--- src/design/mbps_pkg.sv ---
// shared types and constants for the motor bus poll sequencer
package mbps_pkg;

   localparam int MOTOR_COUNT = 4;
   localparam int MOTOR_IDX_W = (MOTOR_COUNT > 1) ? $clog2(MOTOR_COUNT) : 1;
   localparam logic [3:0] MOTOR_LIMIT = 4'(MOTOR_COUNT);

   localparam logic [7:0] ADDRESS_BASE_RESET = 8'd82;
   localparam logic [7:0] ST_DATA_NACK = 8'h30;
   localparam logic [7:0] ST_READ_ACK = 8'h40;
   localparam logic [2:0] WRITER_END = 3'd4;
   localparam logic [7:0] COUNT_MAX = 8'd255;
   localparam logic [1:0] LAST_READ_SLOT = 2'd3;

   localparam logic OP_BUS_DONE = 1'b0;
   localparam logic OP_RESTART = 1'b1;

   typedef enum logic [2:0] {
      ACT_START   = 3'd0,
      ACT_SEND    = 3'd1,
      ACT_STOP    = 3'd2,
      ACT_RESTART = 3'd3,
      ACT_RX_ACK  = 3'd4,
      ACT_RX_NACK = 3'd5
   } bus_action_type;

   typedef enum logic [2:0] {
      PH_IDLE      = 3'd0,
      PH_COMMAND   = 3'd1,
      PH_DATA_DONE = 3'd2,
      PH_READ_ADDR = 3'd3,
      PH_RX_FIRST  = 3'd4,
      PH_RX_SECOND = 3'd5
   } phase_type;

   typedef enum logic [1:0] {
      RPT_NONE      = 2'd0,
      RPT_READ_DONE = 2'd1,
      RPT_ABSENT    = 2'd2,
      RPT_PRESENT   = 2'd3
   } report_type;

   typedef struct packed {
      logic       op;
      logic [7:0] bus_status;
      logic [7:0] rx_byte;
      logic [7:0] command_0;
      logic [7:0] command_1;
      logic [7:0] command_2;
      logic [7:0] command_3;
   } req_item_type;

   typedef struct packed {
      bus_action_type bus_action;
      logic [7:0]     tx_byte;
      logic           reload_timeout;
      report_type     report_kind;
      logic [1:0]     report_motor;
      logic [7:0]     first_byte;
      logic [7:0]     second_byte;
      logic [7:0]     error_count;
   } rsp_item_type;

endpackage

--- src/design/mbps_if.sv ---
// valid/ready channel interfaces for bus events and bus actions

interface mbps_req_if;
   logic       valid;
   logic       ready;
   logic       op;
   logic [7:0] bus_status;
   logic [7:0] rx_byte;
   logic [7:0] command_0;
   logic [7:0] command_1;
   logic [7:0] command_2;
   logic [7:0] command_3;

   modport source (output valid, op, bus_status, rx_byte,
                   command_0, command_1, command_2, command_3,
                   input ready);
   modport sink (input valid, op, bus_status, rx_byte,
                 command_0, command_1, command_2, command_3,
                 output ready);
endinterface

interface mbps_rsp_if;
   logic       valid;
   logic       ready;
   logic [2:0] bus_action;
   logic [7:0] tx_byte;
   logic       reload_timeout;
   logic [1:0] report_kind;
   logic [1:0] report_motor;
   logic [7:0] first_byte;
   logic [7:0] second_byte;
   logic [7:0] error_count;

   modport source (output valid, bus_action, tx_byte, reload_timeout, report_kind,
                   report_motor, first_byte, second_byte, error_count,
                   input ready);
   modport sink (input valid, bus_action, tx_byte, reload_timeout, report_kind,
                 report_motor, first_byte, second_byte, error_count,
                 output ready);
endinterface

--- src/design/mbps_in_stage.sv ---
// input register for incoming bus event items
module mbps_in_stage import mbps_pkg::*; (
   input  logic         clock,
   input  logic         reset,
   mbps_req_if.sink     req_ch,
   input  logic         core_ready,
   output logic         item_valid,
   output req_item_type item
);

   logic         valid_ff;
   logic         valid_in;
   req_item_type item_ff;
   logic         take;

   assign req_ch.ready = !valid_ff || core_ready;
   assign take = req_ch.valid && req_ch.ready;
   assign valid_in = take || (valid_ff && !core_ready);

   always_ff @(posedge clock) begin
      if (reset) begin
         valid_ff <= 1'b0;
      end else begin
         valid_ff <= valid_in;
      end
   end

   always_ff @(posedge clock) begin
      if (take) begin
         item_ff <= '{op: req_ch.op, bus_status: req_ch.bus_status,
                      rx_byte: req_ch.rx_byte, command_0: req_ch.command_0,
                      command_1: req_ch.command_1, command_2: req_ch.command_2,
                      command_3: req_ch.command_3};
      end
   end

   assign item_valid = valid_ff;
   assign item = item_ff;

endmodule

--- src/design/mbps_core.sv ---
// poll sequencer state, next-action logic and result register
module mbps_core import mbps_pkg::*; (
   input  logic         clock,
   input  logic         reset,
   input  logic         csr_write_enable,
   input  logic [7:0]   csr_write_data,
   input  logic         item_valid,
   input  req_item_type item,
   output logic         core_ready,
   output logic         rsp_valid,
   output rsp_item_type rsp_item,
   input  logic         rsp_ready
);

   logic [7:0]   base_ff;
   phase_type    phase_ff, phase_in;
   logic [2:0]   write_slot_ff, write_slot_in;
   logic [1:0]   read_slot_ff, read_slot_in;
   logic [7:0]   held_ff, held_in;
   logic [7:0]   counts_ff [MOTOR_COUNT];
   logic [7:0]   counts_in [MOTOR_COUNT];
   logic         rsp_valid_ff;
   rsp_item_type rsp_ff, rsp_in;
   logic         load;

   logic [2:0]             slot_next;
   logic                   slot_wrap;
   logic [1:0]             cmd_sel;
   logic [7:0]             cmd_byte;
   logic [2:0]             wr_idx;
   logic                   count_hit;
   logic [MOTOR_IDX_W-1:0] count_idx;
   logic [7:0]             count_cur;
   logic [7:0]             count_new;
   logic [2:0]             rs_plus;
   logic [1:0]             read_slot_wrap;

   assign core_ready = !rsp_valid_ff || rsp_ready;
   assign load = item_valid && core_ready;

   assign slot_next = write_slot_ff + 3'd1;
   assign slot_wrap = (slot_next == WRITER_END);
   // command index wraps, so slot zero selects the last command
   assign cmd_sel = write_slot_ff[1:0] + 2'd3;
   assign wr_idx = write_slot_ff - 3'd1;
   assign count_hit = ({1'b0, wr_idx} < MOTOR_LIMIT);
   assign count_idx = wr_idx[MOTOR_IDX_W-1:0];
   assign count_cur = count_hit ? counts_ff[count_idx] : 8'd0;
   assign count_new = (item.bus_status == ST_DATA_NACK && count_cur != COUNT_MAX)
                      ? count_cur + 8'd1 : count_cur;
   assign rs_plus = {1'b0, read_slot_ff} + 3'd1;
   assign read_slot_wrap = ({1'b0, rs_plus} >= MOTOR_LIMIT || rs_plus > {1'b0, LAST_READ_SLOT})
                           ? 2'd0 : rs_plus[1:0];

   always_comb begin
      case (cmd_sel)
         2'd0: cmd_byte = item.command_0;
         2'd1: cmd_byte = item.command_1;
         2'd2: cmd_byte = item.command_2;
         default: cmd_byte = item.command_3;
      endcase
   end

   // next state
   always_comb begin
      phase_in = phase_ff;
      write_slot_in = write_slot_ff;
      read_slot_in = read_slot_ff;
      held_in = held_ff;
      counts_in = counts_ff;
      if (load) begin
         if (item.op == OP_RESTART) begin
            phase_in = PH_IDLE;
            write_slot_in = 3'd0;
         end else begin
            case (phase_ff)
               PH_IDLE: begin
                  if (slot_wrap) begin
                     write_slot_in = 3'd0;
                     phase_in = PH_READ_ADDR;
                  end else begin
                     write_slot_in = slot_next;
                     phase_in = PH_COMMAND;
                  end
               end
               PH_COMMAND: phase_in = PH_DATA_DONE;
               PH_DATA_DONE: begin
                  if (count_hit) begin
                     counts_in[count_idx] = count_new;
                  end
                  phase_in = PH_IDLE;
               end
               PH_READ_ADDR: begin
                  if (item.bus_status != ST_READ_ACK) begin
                     read_slot_in = read_slot_wrap;
                     phase_in = PH_IDLE;
                  end else begin
                     phase_in = PH_RX_FIRST;
                  end
               end
               PH_RX_FIRST: begin
                  held_in = item.rx_byte;
                  phase_in = PH_RX_SECOND;
               end
               PH_RX_SECOND: begin
                  read_slot_in = read_slot_wrap;
                  phase_in = PH_IDLE;
               end
               default: phase_in = PH_IDLE;
            endcase
         end
      end
   end

   // result for the item in the input register
   always_comb begin
      rsp_in = '{bus_action: ACT_STOP, tx_byte: 8'd0, reload_timeout: 1'b0,
                 report_kind: RPT_NONE, report_motor: 2'd0, first_byte: 8'd0,
                 second_byte: 8'd0, error_count: 8'd0};
      if (item.op == OP_RESTART) begin
         rsp_in.bus_action = ACT_RESTART;
      end else begin
         case (phase_ff)
            PH_IDLE: begin
               rsp_in.bus_action = ACT_SEND;
               rsp_in.tx_byte = slot_wrap ? base_ff + 8'd1
                                          : base_ff + {4'd0, slot_next, 1'b0};
            end
            PH_COMMAND: begin
               rsp_in.bus_action = ACT_SEND;
               rsp_in.tx_byte = cmd_byte;
            end
            PH_DATA_DONE: begin
               rsp_in.bus_action = ACT_RESTART;
               rsp_in.reload_timeout = 1'b1;
               rsp_in.error_count = count_hit ? count_new : 8'd0;
            end
            PH_READ_ADDR: begin
               rsp_in.report_motor = read_slot_ff;
               if (item.bus_status != ST_READ_ACK) begin
                  rsp_in.report_kind = RPT_ABSENT;
                  rsp_in.bus_action = ACT_STOP;
               end else begin
                  rsp_in.report_kind = RPT_PRESENT;
                  rsp_in.bus_action = ACT_RX_ACK;
               end
            end
            PH_RX_FIRST: rsp_in.bus_action = ACT_RX_NACK;
            PH_RX_SECOND: begin
               rsp_in.report_kind = RPT_READ_DONE;
               rsp_in.report_motor = read_slot_ff;
               rsp_in.first_byte = held_ff;
               rsp_in.second_byte = item.rx_byte;
               rsp_in.bus_action = ACT_STOP;
            end
            default: rsp_in.bus_action = ACT_STOP;
         endcase
      end
   end

   always_ff @(posedge clock) begin
      if (reset) begin
         base_ff <= ADDRESS_BASE_RESET;
         phase_ff <= PH_IDLE;
         write_slot_ff <= 3'd0;
         read_slot_ff <= 2'd0;
         held_ff <= 8'd0;
         rsp_valid_ff <= 1'b0;
         for (int i = 0; i < MOTOR_COUNT; i++) begin
            counts_ff[i] <= 8'd0;
         end
      end else begin
         if (csr_write_enable) begin
            base_ff <= csr_write_data;
         end
         phase_ff <= phase_in;
         write_slot_ff <= write_slot_in;
         read_slot_ff <= read_slot_in;
         held_ff <= held_in;
         counts_ff <= counts_in;
         if (core_ready) begin
            rsp_valid_ff <= item_valid;
         end
      end
   end

   always_ff @(posedge clock) begin
      if (load) begin
         rsp_ff <= rsp_in;
      end
   end

   assign rsp_valid = rsp_valid_ff;
   assign rsp_item = rsp_ff;

`ifndef SYNTH
   // watchdog reload only comes with the stop-restart after a data byte
   assert property (@(posedge clock) disable iff (reset)
      rsp_valid_ff && rsp_ff.reload_timeout |-> rsp_ff.bus_action == ACT_RESTART)
      else $error("reload without restart action");

   // a completed read always closes the bus
   assert property (@(posedge clock) disable iff (reset)
      rsp_valid_ff && rsp_ff.report_kind == RPT_READ_DONE |-> rsp_ff.bus_action == ACT_STOP)
      else $error("read report without stop");

   // error count is only reported alongside the reload
   assert property (@(posedge clock) disable iff (reset)
      rsp_valid_ff && rsp_ff.error_count != 8'd0 |-> rsp_ff.reload_timeout)
      else $error("error count outside write completion");

   // second receive phase is entered only from the first one
   assert property (@(posedge clock) disable iff (reset)
      !$past(reset) && phase_ff == PH_RX_SECOND |->
         $past(phase_ff) == PH_RX_FIRST || $past(phase_ff) == PH_RX_SECOND)
      else $error("bad entry into second receive phase");
`endif

endmodule

--- src/design/motor_bus_poll_sequencer.sv ---
// Motor bus poll sequencer top level
//
// req_ch carries bus events: op 0 is a completed bus step with its status and
// received byte plus the four current drive commands, op 1 a timeout restart.
// rsp_ch returns one item per event: the next bus action, the byte to send,
// the watchdog reload flag, a presence or read report and the motor's NACK
// count after a written data byte.
// csr_write_enable / csr_write_data load the bus address base (reset 82);
// write it only while no items are in flight.
// Path: an item accepted on req_ch goes into the input register, then the result
// register, which offers it on rsp_ch. One item per cycle is sustained while
// rsp_ch does not stall; the decode between them is a single small state step.
// Reset clears the phase, both slots, the held byte and the NACK counts and
// empties both registers. A stall on rsp_ch holds the result register; the
// input register still takes one more item, after which req_ch.ready drops.
module motor_bus_poll_sequencer import mbps_pkg::*; (
   input  logic       clock,
   input  logic       reset,
   mbps_req_if.sink   req_ch,
   mbps_rsp_if.source rsp_ch,
   input  logic       csr_write_enable,
   input  logic [7:0] csr_write_data
);

   logic         core_ready;
   logic         item_valid;
   req_item_type item;
   rsp_item_type rsp_item;

   mbps_in_stage u_in_stage (
      .clock      (clock),
      .reset      (reset),
      .req_ch     (req_ch),
      .core_ready (core_ready),
      .item_valid (item_valid),
      .item       (item)
   );

   mbps_core u_core (
      .clock            (clock),
      .reset            (reset),
      .csr_write_enable (csr_write_enable),
      .csr_write_data   (csr_write_data),
      .item_valid       (item_valid),
      .item             (item),
      .core_ready       (core_ready),
      .rsp_valid        (rsp_ch.valid),
      .rsp_item         (rsp_item),
      .rsp_ready        (rsp_ch.ready)
   );

   assign rsp_ch.bus_action = rsp_item.bus_action;
   assign rsp_ch.tx_byte = rsp_item.tx_byte;
   assign rsp_ch.reload_timeout = rsp_item.reload_timeout;
   assign rsp_ch.report_kind = rsp_item.report_kind;
   assign rsp_ch.report_motor = rsp_item.report_motor;
   assign rsp_ch.first_byte = rsp_item.first_byte;
   assign rsp_ch.second_byte = rsp_item.second_byte;
   assign rsp_ch.error_count = rsp_item.error_count;

endmodule
--- src/flat_wrapper.sv ---
// flat-port wrapper written by rule: the top's interface ports become plain ports
module motor_bus_poll_sequencer_flat import mbps_pkg::*;
  (clock, reset, csr_write_enable, csr_write_data, req_ch_valid, req_ch_op, req_ch_bus_status, req_ch_rx_byte, req_ch_command_0, req_ch_command_1, req_ch_command_2, req_ch_command_3, req_ch_ready, rsp_ch_valid, rsp_ch_bus_action, rsp_ch_tx_byte, rsp_ch_reload_timeout, rsp_ch_report_kind, rsp_ch_report_motor, rsp_ch_first_byte, rsp_ch_second_byte, rsp_ch_error_count, rsp_ch_ready);
  mbps_req_if req_ch_i ();
  mbps_rsp_if rsp_ch_i ();
  input  logic clock;
  input  logic reset;
  input  logic csr_write_enable;
  input  logic [7:0] csr_write_data;
  input wire logic [$bits(req_ch_i.valid)-1:0] req_ch_valid;
  input wire logic [$bits(req_ch_i.op)-1:0] req_ch_op;
  input wire logic [$bits(req_ch_i.bus_status)-1:0] req_ch_bus_status;
  input wire logic [$bits(req_ch_i.rx_byte)-1:0] req_ch_rx_byte;
  input wire logic [$bits(req_ch_i.command_0)-1:0] req_ch_command_0;
  input wire logic [$bits(req_ch_i.command_1)-1:0] req_ch_command_1;
  input wire logic [$bits(req_ch_i.command_2)-1:0] req_ch_command_2;
  input wire logic [$bits(req_ch_i.command_3)-1:0] req_ch_command_3;
  output wire logic [$bits(req_ch_i.ready)-1:0] req_ch_ready;
  output wire logic [$bits(rsp_ch_i.valid)-1:0] rsp_ch_valid;
  output wire logic [$bits(rsp_ch_i.bus_action)-1:0] rsp_ch_bus_action;
  output wire logic [$bits(rsp_ch_i.tx_byte)-1:0] rsp_ch_tx_byte;
  output wire logic [$bits(rsp_ch_i.reload_timeout)-1:0] rsp_ch_reload_timeout;
  output wire logic [$bits(rsp_ch_i.report_kind)-1:0] rsp_ch_report_kind;
  output wire logic [$bits(rsp_ch_i.report_motor)-1:0] rsp_ch_report_motor;
  output wire logic [$bits(rsp_ch_i.first_byte)-1:0] rsp_ch_first_byte;
  output wire logic [$bits(rsp_ch_i.second_byte)-1:0] rsp_ch_second_byte;
  output wire logic [$bits(rsp_ch_i.error_count)-1:0] rsp_ch_error_count;
  input wire logic [$bits(rsp_ch_i.ready)-1:0] rsp_ch_ready;
  assign req_ch_i.valid = req_ch_valid;
  assign req_ch_i.op = req_ch_op;
  assign req_ch_i.bus_status = req_ch_bus_status;
  assign req_ch_i.rx_byte = req_ch_rx_byte;
  assign req_ch_i.command_0 = req_ch_command_0;
  assign req_ch_i.command_1 = req_ch_command_1;
  assign req_ch_i.command_2 = req_ch_command_2;
  assign req_ch_i.command_3 = req_ch_command_3;
  assign req_ch_ready = req_ch_i.ready;
  assign rsp_ch_valid = rsp_ch_i.valid;
  assign rsp_ch_bus_action = rsp_ch_i.bus_action;
  assign rsp_ch_tx_byte = rsp_ch_i.tx_byte;
  assign rsp_ch_reload_timeout = rsp_ch_i.reload_timeout;
  assign rsp_ch_report_kind = rsp_ch_i.report_kind;
  assign rsp_ch_report_motor = rsp_ch_i.report_motor;
  assign rsp_ch_first_byte = rsp_ch_i.first_byte;
  assign rsp_ch_second_byte = rsp_ch_i.second_byte;
  assign rsp_ch_error_count = rsp_ch_i.error_count;
  assign rsp_ch_i.ready = rsp_ch_ready;
  motor_bus_poll_sequencer u_core (.clock(clock), .reset(reset), .req_ch(req_ch_i), .rsp_ch(rsp_ch_i), .csr_write_enable(csr_write_enable), .csr_write_data(csr_write_data));
endmodule
--- config.mk ---
export PLATFORM = sky130hd
export DESIGN_NAME = motor_bus_poll_sequencer_flat
export DESIGN_NICKNAME = d
export VERILOG_FILES = /design/src/design/mbps_pkg.sv /design/src/design/mbps_if.sv /design/src/design/mbps_in_stage.sv /design/src/design/mbps_core.sv /design/src/design/motor_bus_poll_sequencer.sv /design/src/flat_wrapper.sv
export SDC_FILE = /design/constraint.sdc
export NUM_CORES = 1
export LEC_CHECK = 0
export ABC_AREA = 1
export BUFFER_PORTS_ARGS = -buffer_cell sky130_fd_sc_hd__buf_4
export CORE_ASPECT_RATIO = 1.25
export CORE_MARGIN = 8
export CORE_UTILIZATION = 45
export CTS_BUF_LIST = sky130_fd_sc_hd__clkbuf_8
export CTS_CLUSTER_SIZE = 40
export DETAILED_ROUTE_END_ITERATION = 10
export PLACE_DENSITY = 0.66
export SYNTH_ARGS = -nofsm -noshare
export SYNTH_HDL_FRONTEND = slang
export SYNTH_SLANG_ARGS = --single-unit
--- constraint.sdc ---
create_clock -name clock -period 3.85 [get_ports clock]
set_clock_uncertainty 0.15 [all_clocks]
set_input_delay 0 -clock clock [delete_from_list [all_inputs] [get_ports clock]]
set_output_delay 0 -clock clock [all_outputs]
set_load 0.01 [all_outputs]
### After elaboration in Yosys (flattened, before gate mapping)

Cells that the tools add are included.

| storage, ports and cells | value |
|---|---|
| memories | 0 |
| register bits after elaboration | 147 |
| latch bits | 0 |
| output and inout bits | 42 |
| bits of input ports | 62 |
| logic and storage cells | 104 |
| bits in writable memories | 0 |
| memory bits (read-only) | 0 |

| cells by class | value |
|---|---|
| shifts and indexed selects | 0 |
| $mul | 0 |
| divide/modulo/power cells | 0 |
| bitwise operators | 5 |
| reductions and logical operators | 23 |
| order comparisons | 5 |
| mux-type cells | 26 |
| equal/unequal tests | 12 |
| add/subtract/negate cells | 7 |

Operator list:

| operator | count |
|---|---|
| two-way mux 8 bit | 6 |
| bitwise mux 32 bit | 1 |
| one-hot mux 3 bit (4 select lines) | 2 |
| one-hot mux 8 bit (3 select lines) | 1 |
| two-way mux 3 bit | 6 |
| adder 8 x 1 -> 8 bit (second input constant) | 2 |
| binary-select mux 8 bit (select 2 bit) | 1 |
| demux 8 bit (select 2 bit) | 1 |
| one-hot mux 8 bit (2 select lines) | 1 |
| equality test 3 bit (second input constant) | 3 |
| adder 8 x 4 -> 8 bit | 1 |
| equality test 8 x 6 -> 1 bit (second input constant) | 1 |
| inequality test 8 x 7 -> 1 bit (second input constant) | 1 |
| inequality test 8 bit (second input constant) | 1 |
| one-hot mux 4 bit (2 select lines) | 1 |
| AND reduction 4 bit | 2 |
| equality test 3 x 2 -> 1 bit (second input constant) | 2 |
| greater-or-equal comparator 3 bit (second input constant) | 2 |
| two-way mux 2 bit | 3 |
| logical AND 1 bit | 5 |
| logical OR 1 bit | 4 |
| NOT 1 bit | 4 |
| one-hot mux 2 bit (2 select lines) | 1 |
| nonzero test 2 bit | 2 |
| other kinds (20) | 24 |

### Depth between registers and ports, before layout

Gate-level depths: netlist (run 1).

| logic depth | value |
|---|---|
| depth after elaboration | 10 |
| depth in mapped cells | 20 |

### By module

Synthesis (run 1) repeated with hierarchy kept, for this count alone.

| second synthesis, totals | value |
|---|---|
| cell total of the unflattened synthesis | 731 |
| area total of the unflattened synthesis | 6,697.7 sq um |

By module, submodules not included:

| module | area an instance (sq um) | instances | cells an instance |
|---|---|---|---|
| mbps_core | 5,178.7 | 1 | 676 |
| mbps_in_stage | 1,519.0 | 1 | 55 |

### Worst setup path after synthesis (run 1)

No wires, ideal clock.

| path | value |
|---|---|
| path type | register to register |
| start | reg u_core.u_core.write_slot_ff[0] |
| end | reg u_core.u_core.rsp_ff, in the netlist u_core.u_core.rsp_item[3], data pin |
| arrival | 2,438 ps |
| setup time | 262 ps |
| clock period less this slack | 2,850 ps |
| slack | 1,000 ps |
| stages on the path, launching flop included | 18 |
| buffers on the path | 3 |
| path through | dfxtp_1 > buf_6 > inv_8 > buf_12 > ha_1 > buf_4 > inv_2 > nand3_1 > nand2_2 > nor2_1 > ha_1 > nand3_1 > nor2_4 > nand3_4 > nand2_4 > inv_4 > o21ai_4 > a21oi_1 |

| on the way | value |
|---|---|
| longest elaborated chain between the ends | 9 |
| elaborated cells on any way between the ends | 13 |
| those cells by class | add/sub: 2; order compare: 1; eq/ne: 1; mux: 5; bitwise: 2; reduce/logical: 2 |

RTL lines:

| element | line | source |
|---|---|---|
| start, declared | mbps_core.sv:17 | `logic [2:0] write_slot_ff, write_slot_in;` |
| start signal, assigned | mbps_core.sv:177 | `write_slot_ff <= write_slot_in;` |
| subtractor 3 x 1 -> 3 bit * | mbps_core.sv:45 | `assign wr_idx = write_slot_ff - 3'd1;` |
| parallel branches: the longest is 8 deep, another holds adder 8 x 1 -> 8 bit | n/a |  |
| end signal, assigned | mbps_core.sv:189 | `rsp_ff <= rsp_in;` |
| end, declared | mbps_core.sv:23 | `rsp_item_type rsp_ff, rsp_in;` |

Every way passes the cells marked *. The select of a mux whose other input is x is not followed.
A chain may end at the register's enable or synchronous reset.

### Worst setup path after layout (run 1)

Ends and elaborated chain as after synthesis.

==> results of run 1 <==
[final cells by class]
cell class,instances,area (um^2),area share [%]
tap,178,222.7,2.579
clock buffer,18,247.7,2.868
multi-input combinational,422,2290,26.51
sequential,147,3834,44.39
inverter,88,345.3,3.998
timing repair buffer,185,1584,18.34
clock inverter,14,113.9,1.318
[where the power goes]
part           internal [mW]  leakage [nW]  switching, mW
Clock                  0.523         0.187          0.589
Sequential              1.73          1.32         0.0277
Combinational          0.178          2.08          0.210
[cell usage in the layout, fill, tap and decap left out, types with 6 or more instances in the layout]
master and n:
sky130_fd_sc_hd__a21oi_1 62, sky130_fd_sc_hd__buf_4 107, sky130_fd_sc_hd__clkbuf_8 18, sky130_fd_sc_hd__dfxtp_1 58, sky130_fd_sc_hd__dlygate4sd3_1 78, sky130_fd_sc_hd__edfxtp_1 89
sky130_fd_sc_hd__ha_1 12, sky130_fd_sc_hd__inv_1 79, sky130_fd_sc_hd__inv_2 7, sky130_fd_sc_hd__nand2_1 121, sky130_fd_sc_hd__nand2_4 6, sky130_fd_sc_hd__nand3_1 62
sky130_fd_sc_hd__nor2_1 46, sky130_fd_sc_hd__nor2_2 6, sky130_fd_sc_hd__nor2_4 6, sky130_fd_sc_hd__o211ai_1 11, sky130_fd_sc_hd__o21a_1 24, sky130_fd_sc_hd__o21ai_0 33
[cell usage after synthesis (all sizes together)]
master    n
a211oi    3
a21oi    62
a31oi     2
and2      1
buf      12
clkbuf    8
clkinv    2
dfxtp    58
edfxtp   89
fa        1
ha       12
inv      86
nand2   132
nand3    66
nand3b    1
nand4     3
nor2     58
nor3      2
nor4      2
o211ai   11
o21a     24
o21ai    37
o21bai    1
o221ai    1
or2       1
xnor2     1
xor2      1
[per-stage QoR]
step	power (mW)	util, %
floorplan	1.978	-
global placement	2.104	52.02
detailed placement	2.113	52.02
CTS	3.272	59.95
global route	3.391	59.95
finish	3.260	59.95
[sequential cells by signal, summed over array words and instances (netlist names)]
register and cells:
u_core.u_core.phase_ff 3, u_core.u_in_stage.item_valid 1, u_core.u_core.counts_ff 32, u_core.u_core.rsp_valid 1
u_core.u_core.rsp_item 40, u_core.u_in_stage.item 49, u_core.u_core.held_ff 8, u_core.u_core.base_ff 8
u_core.u_core.read_slot_ff 2, u_core.u_core.write_slot_ff 3
[metal layers]
metal | global-route usage (%) | vias up | share of wire [%]
li1 | - | 2657 | -
met1 | 18.90 | 2513 | 39
met2 | 33.02 | 147 | 53
met3 | 5.325 | 32 | 5.1
met4 | 7.121 | 0 | 2.1
met5 | 0 | - | 0
[path summary, 6_finish.rpt]
path | cells after the start | start | end | slack (ns)
setup / recovery | 14 | u_core.u_core.write_slot_ff[0] | u_core.u_core.rsp_item[3] | 0.74
hold / removal | 2 | req_ch_command_0[0] | u_core.u_in_stage.item[24] | 0.12
setup reg to reg | 14 | u_core.u_core.write_slot_ff[0] | u_core.u_core.rsp_item[3] | 0.74
hold reg to reg | 2 | u_core.u_core.read_slot_ff[1] | u_core.u_core.read_slot_ff[1] | 0.35
[cell families (layout without fill, tap and decap cells)]
logic type / after synthesis / in the layout / share of synthesized area [%]
xor gates and xnor gates: 2 / 2 / 0.2650
adders and majority gates: 13 / 13 / 2.574
and+or+nand+nor: 266 / 266 / 19.21
buffers and inverters: 108 / 305 / 7.363
DFF: 147 / 147 / 58.00
AOI/OAI and AO/OA: 141 / 141 / 12.59
==> flow_metrics.env, run 1 <==
export IMPL_post_route_non_filler_standard_cell_count=1052
export IMPL_vdd_ir_drop_worst_mv=0.2503
export IMPL_finalSetupTns_ns=0
export IMPL_initial_core_util_pct=45.88
export IMPL_die_height_um=151.5
export IMPL_cp_start_kind="flip-flop"
export IMPL_clock_root_buffer="sky130_fd_sc_hd__clkbuf_8"
export IMPL_pin_count_of_the_biggest_net_entering_global_routing=50
export IMPL_holdCritPathClass="in -> reg"
export IMPL_syn_area_per_cell_um2=9.764
export IMPL_number_of_design_rule_violations_left_after_detail_routing=0
export IMPL_highest_clock_frequency_the_design_can_meet_ghz=0.3212
export IMPL_synth_top_cells_by_area="sky130_fd_sc_hd__edfxtp_1 40%, sky130_fd_sc_hd__dfxtp_1 18%, sky130_fd_sc_hd__nand2_1 6.9%, sky130_fd_sc_hd__a21oi_1 4.7%, sky130_fd_sc_hd__nand3_1 4.7%"
export IMPL_placement_rows=49
export IMPL_htree_num_levels=4
export IMPL_synth_cells=677
export IMPL_route_detailed_vias_per_inst=5.085
export IMPL_fin_ws_ns=0.7365
export IMPL_worst_path_max_delay_cell="sky130_fd_sc_hd__ha_1"
export IMPL_total_placed_cells_including_tap_cells=942
export IMPL_synth_seq_area_share_pct=58.00
export IMPL_ys_ff_latch=147
export IMPL_die_w_um=124.4
export IMPL_setup_worst_path_class="reg -> reg"
export IMPL_final_layout_size_suffix_gt1_share_pct=20.25
export IMPL_worstSkewPairLatency_ns=0.44
export IMPL_status="finished clean"
export IMPL_wl_per_cell_um=15.77
export IMPL_critPathMaxStageDelay_ns=0.63
export IMPL_ctsHoldBuffers=78
export IMPL_distinct_cell_type_count_after_synthesis=44
export IMPL_maxCapViolations=0
export IMPL_core_area_um2=14410
export IMPL_route_vias_total=5349
export IMPL_critPathMaxFanout=20
export IMPL_dp_worst_setup_slack_ns=0.7257
export IMPL_clock_path_buffers=2
export IMPL_fillerInstances=1173
export IMPL_max_slew_worst_pin_slew_ns=1.055
export IMPL_cts_post_setup_buffers_inserted=0
export IMPL_critical_path_required_ns=3.89
export IMPL_final_cell_area_um2=8637
export IMPL_timing_max_slew_rel_slack_pct=29.55
export IMPL_mappedNetlistArea_um2=6610
export IMPL_unrepaired_setup_endpoints_after_global_routing="false"
export IMPL_dpl_instance_area_um2=7495
export IMPL_synth_nets=752
export IMPL_grt_pass1_wl_um=27080
export IMPL_dpl_hpwl_um=10770
export IMPL_io_buffer_count=103
export IMPL_antennaDiodeCount=0
export IMPL_clock_sinks=147
export IMPL_final_antenna_net_count=0
export IMPL_path_delay_family="simple AND/OR/NAND/NOR gates"
export IMPL_worst_path_buf_inv=3
export IMPL_gp_routability_congestion=0.8530
export IMPL_post_route_min_period_ns=3.113
export IMPL_dr_first_iter_drc_count=312
export IMPL_drtPass1Iterations=5
export IMPL_end_kind="flip-flop"
export IMPL_die_area_um2=18850
export IMPL_setup_viol=0
export IMPL_hold_ws_ns=0.1204
export IMPL_cts_made_buffers=17
export IMPL_yosys_area_top_type_share_pct=40.43
export IMPL_tritoncts_clock_tree="done"
export IMPL_cts_resized=0
export IMPL_design_portCount=104
export IMPL_antenna_violations_before_repair=0
export IMPL_crit_arrival_ns=3.15
export IMPL_cts_reportedPaths_clkPinSlew_ns=0.09
export IMPL_total_detailed_routing_wirelength_um=16590
export IMPL_synthesis_yosys_warnings=0
export IMPL_grt_pass1_vias=5559
export IMPL_leakage_nw=3.589
export IMPL_finalNetCount=936
export IMPL_endpoints_failing_hold=0
export IMPL_synthDominantAreaCellType="sky130_fd_sc_hd__edfxtp_1"
export IMPL_area_growth_pct=30.66
export IMPL_grt_ovfl_total=0
export IMPL_grtUsageTotal_pct=17.92
export IMPL_fin_crit_sh_pct=80.87
export IMPL_slew_viol_final=0
export IMPL_cp_cell_sequence="inv_8 > ha_1 > inv_2 > nand3_1 > nand2_2 > nor2_1 > ha_1 > nand3_1 > nor2_4 > nand3_4 > nand2_4 > inv_4 > o21ai_4 > a21oi_1"
export IMPL_power_density_nw_per_um2=377.4
(Power assumes the default switching activity.)
==> run 2, diff against run 1 <==
Settings changed: PLACE_DENSITY 0.66 to 0.68.
Clock period 3.85 ns to 2.8 ns, I/O delays scaled along.
==> flow_metrics.env, run 2 (synthesis gave the netlist of run 1 again) <==
export IMPL_tritoncts_clock_tree="done"
export IMPL_highest_clock_frequency_the_design_can_meet_ghz=0.3780
export IMPL_dp_worst_setup_slack_ns=0.1033
export IMPL_critical_path_most_common_cell="sky130_fd_sc_hd__nand3_1"
export IMPL_fillerInstances=1170
export IMPL_setup_viol=0
export IMPL_cts_made_buffers=17
export IMPL_grt_pass1_wl_um=26630
export IMPL_cp_start_kind="flip-flop"
export IMPL_dpl_hpwl_um=11100
export IMPL_gp_routability_congestion=0.8922
export IMPL_critical_path_required_ns=2.84
export IMPL_critPathMaxFanout=6
export IMPL_cts_reportedPaths_clkPinSlew_ns=0.08
export IMPL_clock_root_buffer="sky130_fd_sc_hd__clkbuf_8"
export IMPL_dpl_instance_area_um2=7582
export IMPL_grtUsageTotal_pct=17.54
export IMPL_area_growth_pct=32.94
export IMPL_final_cell_area_um2=8787
export IMPL_endpoints_failing_hold=0
export IMPL_largest_register_ff_count=49
export IMPL_htree_num_levels=4
export IMPL_slew_viol_final=0
export IMPL_grt_pass1_vias=5709
export IMPL_setup_worst_path_class="reg -> reg"
export IMPL_wl_per_cell_um=15.75
export IMPL_die_area_um2=18850
export IMPL_placement_rows=49
export IMPL_die_w_um=124.4
export IMPL_timing_max_slew_rel_slack_pct=54.16
export IMPL_total_placed_cells_including_tap_cells=952
export IMPL_design_portCount=104
export IMPL_pin_count_of_the_biggest_net_entering_global_routing=43
export IMPL_antenna_violations_before_repair=0
export IMPL_fin_crit_sh_pct=94.49
export IMPL_final_common_cell="sky130_fd_sc_hd__nand2_1"
export IMPL_route_detailed_vias_per_inst=5.119
export IMPL_status="finished clean"
export IMPL_post_route_min_period_ns=2.646
export IMPL_cp_cell_sequence="inv_1 > ha_4 > buf_4 > nand3_1 > nand2_2 > nor2_2 > ha_1 > nand3_1 > nor2_4 > nand3_4 > nand2_4 > inv_4 > o21ai_4 > a21oi_1"
export IMPL_finalPower_mw=4.605
export IMPL_power_density_nw_per_um2=524.0
export IMPL_die_height_um=151.5
export IMPL_drtPass1Iterations=7
export IMPL_core_area_um2=14410
export IMPL_post_route_non_filler_standard_cell_count=1066
export IMPL_io_buffer_count=103
export IMPL_fin_ws_ns=0.1543
export IMPL_vdd_ir_drop_worst_mv=0.3370
export IMPL_holdCritPathClass="in -> reg"
export IMPL_maxCapViolations=0
export IMPL_max_slew_worst_pin_slew_ns=0.6838
export IMPL_route_vias_total=5457
export IMPL_final_antenna_net_count=0
export IMPL_leakage_nw=3.663
export IMPL_total_detailed_routing_wirelength_um=16790
export IMPL_final_layout_size_suffix_gt1_share_pct=22.10
export IMPL_critPathMaxStageDelay_ns=0.36
export IMPL_number_of_design_rule_violations_left_after_detail_routing=0
export IMPL_dr_first_iter_drc_count=412
export IMPL_most_common_layout_cells="121 x sky130_fd_sc_hd__nand2_1, 120 x sky130_fd_sc_hd__buf_4, 89 x sky130_fd_sc_hd__edfxtp_1"
export IMPL_end_kind="flip-flop"
export IMPL_worst_path_max_delay_cell="sky130_fd_sc_hd__dfxtp_2"
export IMPL_worstSkewPairLatency_ns=0.45
export IMPL_finalSetupTns_ns=0
export IMPL_finalNetCount=949
export IMPL_clock_path_buffers=2
export IMPL_crit_arrival_ns=2.68
export IMPL_clock_sinks=147
export IMPL_grt_ovfl_total=0
export IMPL_initial_core_util_pct=45.88
==> run 2: changes by cell type in the layout (fill, tap and decap cells not counted), moves of 2 or more <==
cell	delta
sky130_fd_sc_hd__clkinv_2	-2
sky130_fd_sc_hd__dfxtp_1	-2
sky130_fd_sc_hd__ha_2	+2
sky130_fd_sc_hd__buf_4	+13
sky130_fd_sc_hd__dfxtp_2	+2
sky130_fd_sc_hd__ha_1	-3
==> run 2: area by class of cell <==
type	count	area, um^2	area share (%)
sequential	147	3836	43.66
multi-input combinational	422	2310	26.29
timing repair buffer	198	1682	19.14
inverter	88	345.3	3.930
clock buffer	18	247.7	2.819
tap	178	222.7	2.535
clock inverter	14	141.4	1.609
antenna	1	2.502	0.02848
==> run 2: per-layer routing <==
layer	up-vias	global-route usage, %	part of all wire [%]
li1	2682	-	-
met1	2572	18.42	39
met2	171	32.54	53
met3	32	5.291	6.3
met4	0	6.518	1.7
met5	-	0	0
==> run 2: worst paths after layout <==
path	from	endpoint	slack, ns	cells past startpoint
max	u_core.u_core.write_slot_ff[1]	u_core.u_core.rsp_item[0]	0.15	14
max reg2reg	u_core.u_core.write_slot_ff[1]	u_core.u_core.rsp_item[0]	0.15	14
min reg2reg	u_core.u_core.read_slot_ff[1]	u_core.u_core.read_slot_ff[1]	0.34	2
min	req_ch_command_1[0]	u_core.u_in_stage.item[16]	0.12	2
==> run 2: critical path: cells and delay by family, from the launching register on <==
family          cells  cell delay [ns]
compound gates      2             0.19
buf+inv             3             0.34
flops               1             0.36
simple gates        7             0.88
fa+ha+maj           2             0.48
==> run 2: stage by stage <==
stage,hold WS (ns),util (%)
finish,0.1154,60.99
global route,0.09165,60.97
CTS,0.08147,60.75
floorplan,-0.05113,-
detailed placement,0.02933,52.63
global placement,0.02814,52.63
==> run 2: power by group <==
| group | internal, mW | leakage [nW] | switching (mW) |
|---|---|---|---|
| registers | 2.38 | 1.32 | 0.0372 |
| clock network | 0.811 | 0.197 | 0.814 |
| logic | 0.268 | 2.15 | 0.295 |
==> run 2: timing repair <==
item / in CTS / in global routing
setup endpoints to repair: 0 / 39
hold buffers: 78 / 0
buffers inserted: 0 / 3
gates resized for setup: 0 / 5
endpoints found under the hold margin: 78 / 0
==> run 3, diff against run 2 <==
Settings changed: BUFFER_PORTS_ARGS -buffer_cell sky130_fd_sc_hd__buf_4 to not set, CTS_BUF_LIST sky130_fd_sc_hd__clkbuf_8 to sky130_fd_sc_hd__clkbuf_2 sky130_fd_sc_hd__clkbuf_4 sky130_fd_sc_hd__clkbuf_8, DONT_BUFFER_PORTS set to 1, PLACE_DENSITY 0.68 to not set.
==> flow_metrics.env, run 3 (synthesis gave the netlist of run 1 again) <==
export IMPL_grt_pass1_wl_um=25920
export IMPL_maxCapViolations=0
export IMPL_clock_path_buffers=2
export IMPL_cts_reportedPaths_clkPinSlew_ns=0.08
export IMPL_power_density_nw_per_um2=543.8
export IMPL_finalNetCount=859
export IMPL_antenna_violations_before_repair=0
export IMPL_endpoints_failing_hold=0
export IMPL_clock_sinks=147
export IMPL_worst_path_max_delay_cell="sky130_fd_sc_hd__dfxtp_2"
export IMPL_leakage_nw=3.197
export IMPL_total_placed_cells_including_tap_cells=844
export IMPL_gp_routability_congestion=0.8670
export IMPL_initial_core_util_pct=45.88
export IMPL_p_sw_share_pct=25.26
export IMPL_fin_crit_sh_pct=94.62
export IMPL_worstSkewPairLatency_ns=0.45
export IMPL_final_common_cell="sky130_fd_sc_hd__nand2_1"
export IMPL_worst_hold_startpoint="req_ch_command_1[2]"
export IMPL_dr_first_iter_drc_count=284
export IMPL_tritoncts_clock_tree="done"
export IMPL_end_kind="flip-flop"
export IMPL_antennaDiodeCount=0
export IMPL_p_switching_mw=1.122
export IMPL_pin_count_of_the_biggest_net_entering_global_routing=50
export IMPL_power_frac_clock_pct=35.0
export IMPL_hold_path_depth=1
export IMPL_dp_worst_setup_slack_ns=0.09408
export IMPL_io_buffer_count=0
export IMPL_fin_ws_ns=0.1507
export IMPL_largest_register_ff_count=49
export IMPL_worst_r2r_setup_slack_ns=0.15
export IMPL_total_detailed_routing_wirelength_um=16400
export IMPL_critical_path_required_ns=2.85
export IMPL_finalSetupTns_ns=0
export IMPL_cts_made_buffers=17
export IMPL_setup_worst_path_class="reg -> reg"
export IMPL_number_of_design_rule_violations_left_after_detail_routing=0
export IMPL_final_layout_size_suffix_gt1_share_pct=11.29
export IMPL_critPathMaxStageDelay_ns=0.39
export IMPL_status="finished clean"
export IMPL_grt_ovfl_total=0
export IMPL_r2r_cell_count=14
export IMPL_dpl_instance_area_um2=6784
export IMPL_r2r_end="u_core.u_core.rsp_item[0]"
export IMPL_core_area_um2=14410
export IMPL_max_slew_worst_pin_slew_ns=0.7607
export IMPL_slew_viol_final=0
export IMPL_fillerInstances=1204
export IMPL_hold_ws_ns=0.02329
export IMPL_route_vias_total=4994
export IMPL_final_cell_area_um2=8165
export IMPL_multi_input_area_um2=2318
export IMPL_most_common_layout_cells="121 x sky130_fd_sc_hd__nand2_1, 98 x sky130_fd_sc_hd__dlygate4sd3_1, 89 x sky130_fd_sc_hd__edfxtp_1"
export IMPL_cp_cell_sequence="inv_8 > ha_4 > buf_4 > nand3_1 > nand2_1 > nor2_2 > ha_1 > nand3_1 > nor2_4 > nand3_4 > nand2_4 > inv_4 > o21ai_4 > a21oi_1"
export IMPL_critPathMaxFanout=10
export IMPL_htree_num_levels=4
export IMPL_crit_arrival_ns=2.70
export IMPL_p_seq_share_pct=54.8
export IMPL_vdd_ir_drop_worst_mv=0.3611
export IMPL_holdPathEnd="u_core.u_in_stage.item[18]"
export IMPL_placement_rows=49
export IMPL_critical_path_most_common_cell="sky130_fd_sc_hd__nand3_1"
export IMPL_regToRegStartpoint="u_core.u_core.write_slot_ff[0]"
export IMPL_wl_per_cell_um=16.82
export IMPL_setup_viol=0
export IMPL_die_area_um2=18850
export IMPL_internal_power_mw=3.318
export IMPL_ff_latch_area_um2=3836
export IMPL_area_growth_pct=23.53
export IMPL_holdCritPathClass="in -> reg"
export IMPL_post_route_min_period_ns=2.649
export IMPL_highest_clock_frequency_the_design_can_meet_ghz=0.3775
export IMPL_die_height_um=151.5
export IMPL_post_route_non_filler_standard_cell_count=975
export IMPL_cp_start_kind="flip-flop"
export IMPL_route_detailed_vias_per_inst=5.122
export IMPL_grtUsageTotal_pct=17.37
export IMPL_die_w_um=124.4
export IMPL_final_antenna_net_count=0
export IMPL_design_portCount=104
export IMPL_drtPass1Iterations=4
export IMPL_pwr_share_comb_pct=10.1
export IMPL_dpl_hpwl_um=10540
export IMPL_clock_root_buffer="sky130_fd_sc_hd__clkbuf_8"
export IMPL_timing_max_slew_rel_slack_pct=49.01
export IMPL_grt_pass1_vias=5186
run 3: cell types whose count changed in the layout (fill, tap and decap cells not counted), sizes merged:
cell	previous run	this run
inv	91	88
clkbuf	18	20
dlygate4sd3	78	98
diode	1	0
clkinvlp	3	5
buf	120	10
bufinv	2	1
run 3: worst max path at each step:
stage | startpoint | endpoint | cells past startpoint | slack (ns)
4_1_cts | u_core.u_core.write_slot_ff[1] | u_core.u_core.rsp_item[0] | 14 | 0.08
5_1_grt | u_core.u_core.write_slot_ff[0] | u_core.u_core.counts_ff[27] | 16 | -0.02
2_1_floorplan | u_core.u_core.write_slot_ff[0] | u_core.u_core.rsp_item[3] | 18 | 0.02
3_5_place_dp | u_core.u_core.write_slot_ff[1] | u_core.u_core.rsp_item[0] | 14 | 0.09
3_3_place_gp | u_core.u_core.write_slot_ff[0] | u_core.u_core.rsp_item[35] | 13 | 0.13
6_report | u_core.u_core.write_slot_ff[0] | u_core.u_core.rsp_item[0] | 14 | 0.15
run 3: cell type report:
type / count / share of cell area (%)
Tap cell: 178 / 2.728
Timing Repair Buffer: 108 / 13.13
Clock inverter: 12 / 1.318
Sequential cell: 147 / 46.98
Inverter: 88 / 4.229
Clock buffer: 20 / 3.218
Multi-Input combinational cell: 422 / 28.39
run 3: worst max-delay path: cells and delay by family (launching register included):
kind | cells | cell delay [ns]
AO/OA/AOI/OAI | 2 | 0.17
adder cells (fa/ha/maj) | 2 | 0.49
AND/OR/NAND/NOR | 7 | 0.85
buffers and inverters | 3 | 0.33
flip-flops | 1 | 0.39
run 3: stage by stage:
step	power, mW	utilization [%]
finish	4.440	56.67
global route	4.618	56.67
CTS	4.459	56.19
detailed placement	2.816	47.09
global placement	2.807	47.09
floorplan	2.724	-
run 3: metal layers:
metal  track usage, %  up-vias  wire [um]
met3            5.360       21        948
li1                 -     2506          -
met1            18.17     2332       6336
met4            6.940        0        289
met2            32.00      135       8828
met5                0        -          0
run 3: repair_timing:
item,in CTS,in global routing
hold endpoints to repair,77,4
setup buffers,0,1
resized for setup,0,7
hold buffers,94,4
endpoints found under the setup margin,0,41
run 3: power groups by stage:
stage / clock network [mW] / logic, mW / registers (mW)
6_report: 1.55 / 0.451 / 2.44
2_1_floorplan: 0 / 0.253 / 2.47
5_1_grt: 1.68 / 0.497 / 2.44
3_5_place_dp: 0 / 0.330 / 2.49
3_3_place_gp: 0 / 0.322 / 2.48
4_1_cts: 1.59 / 0.437 / 2.44
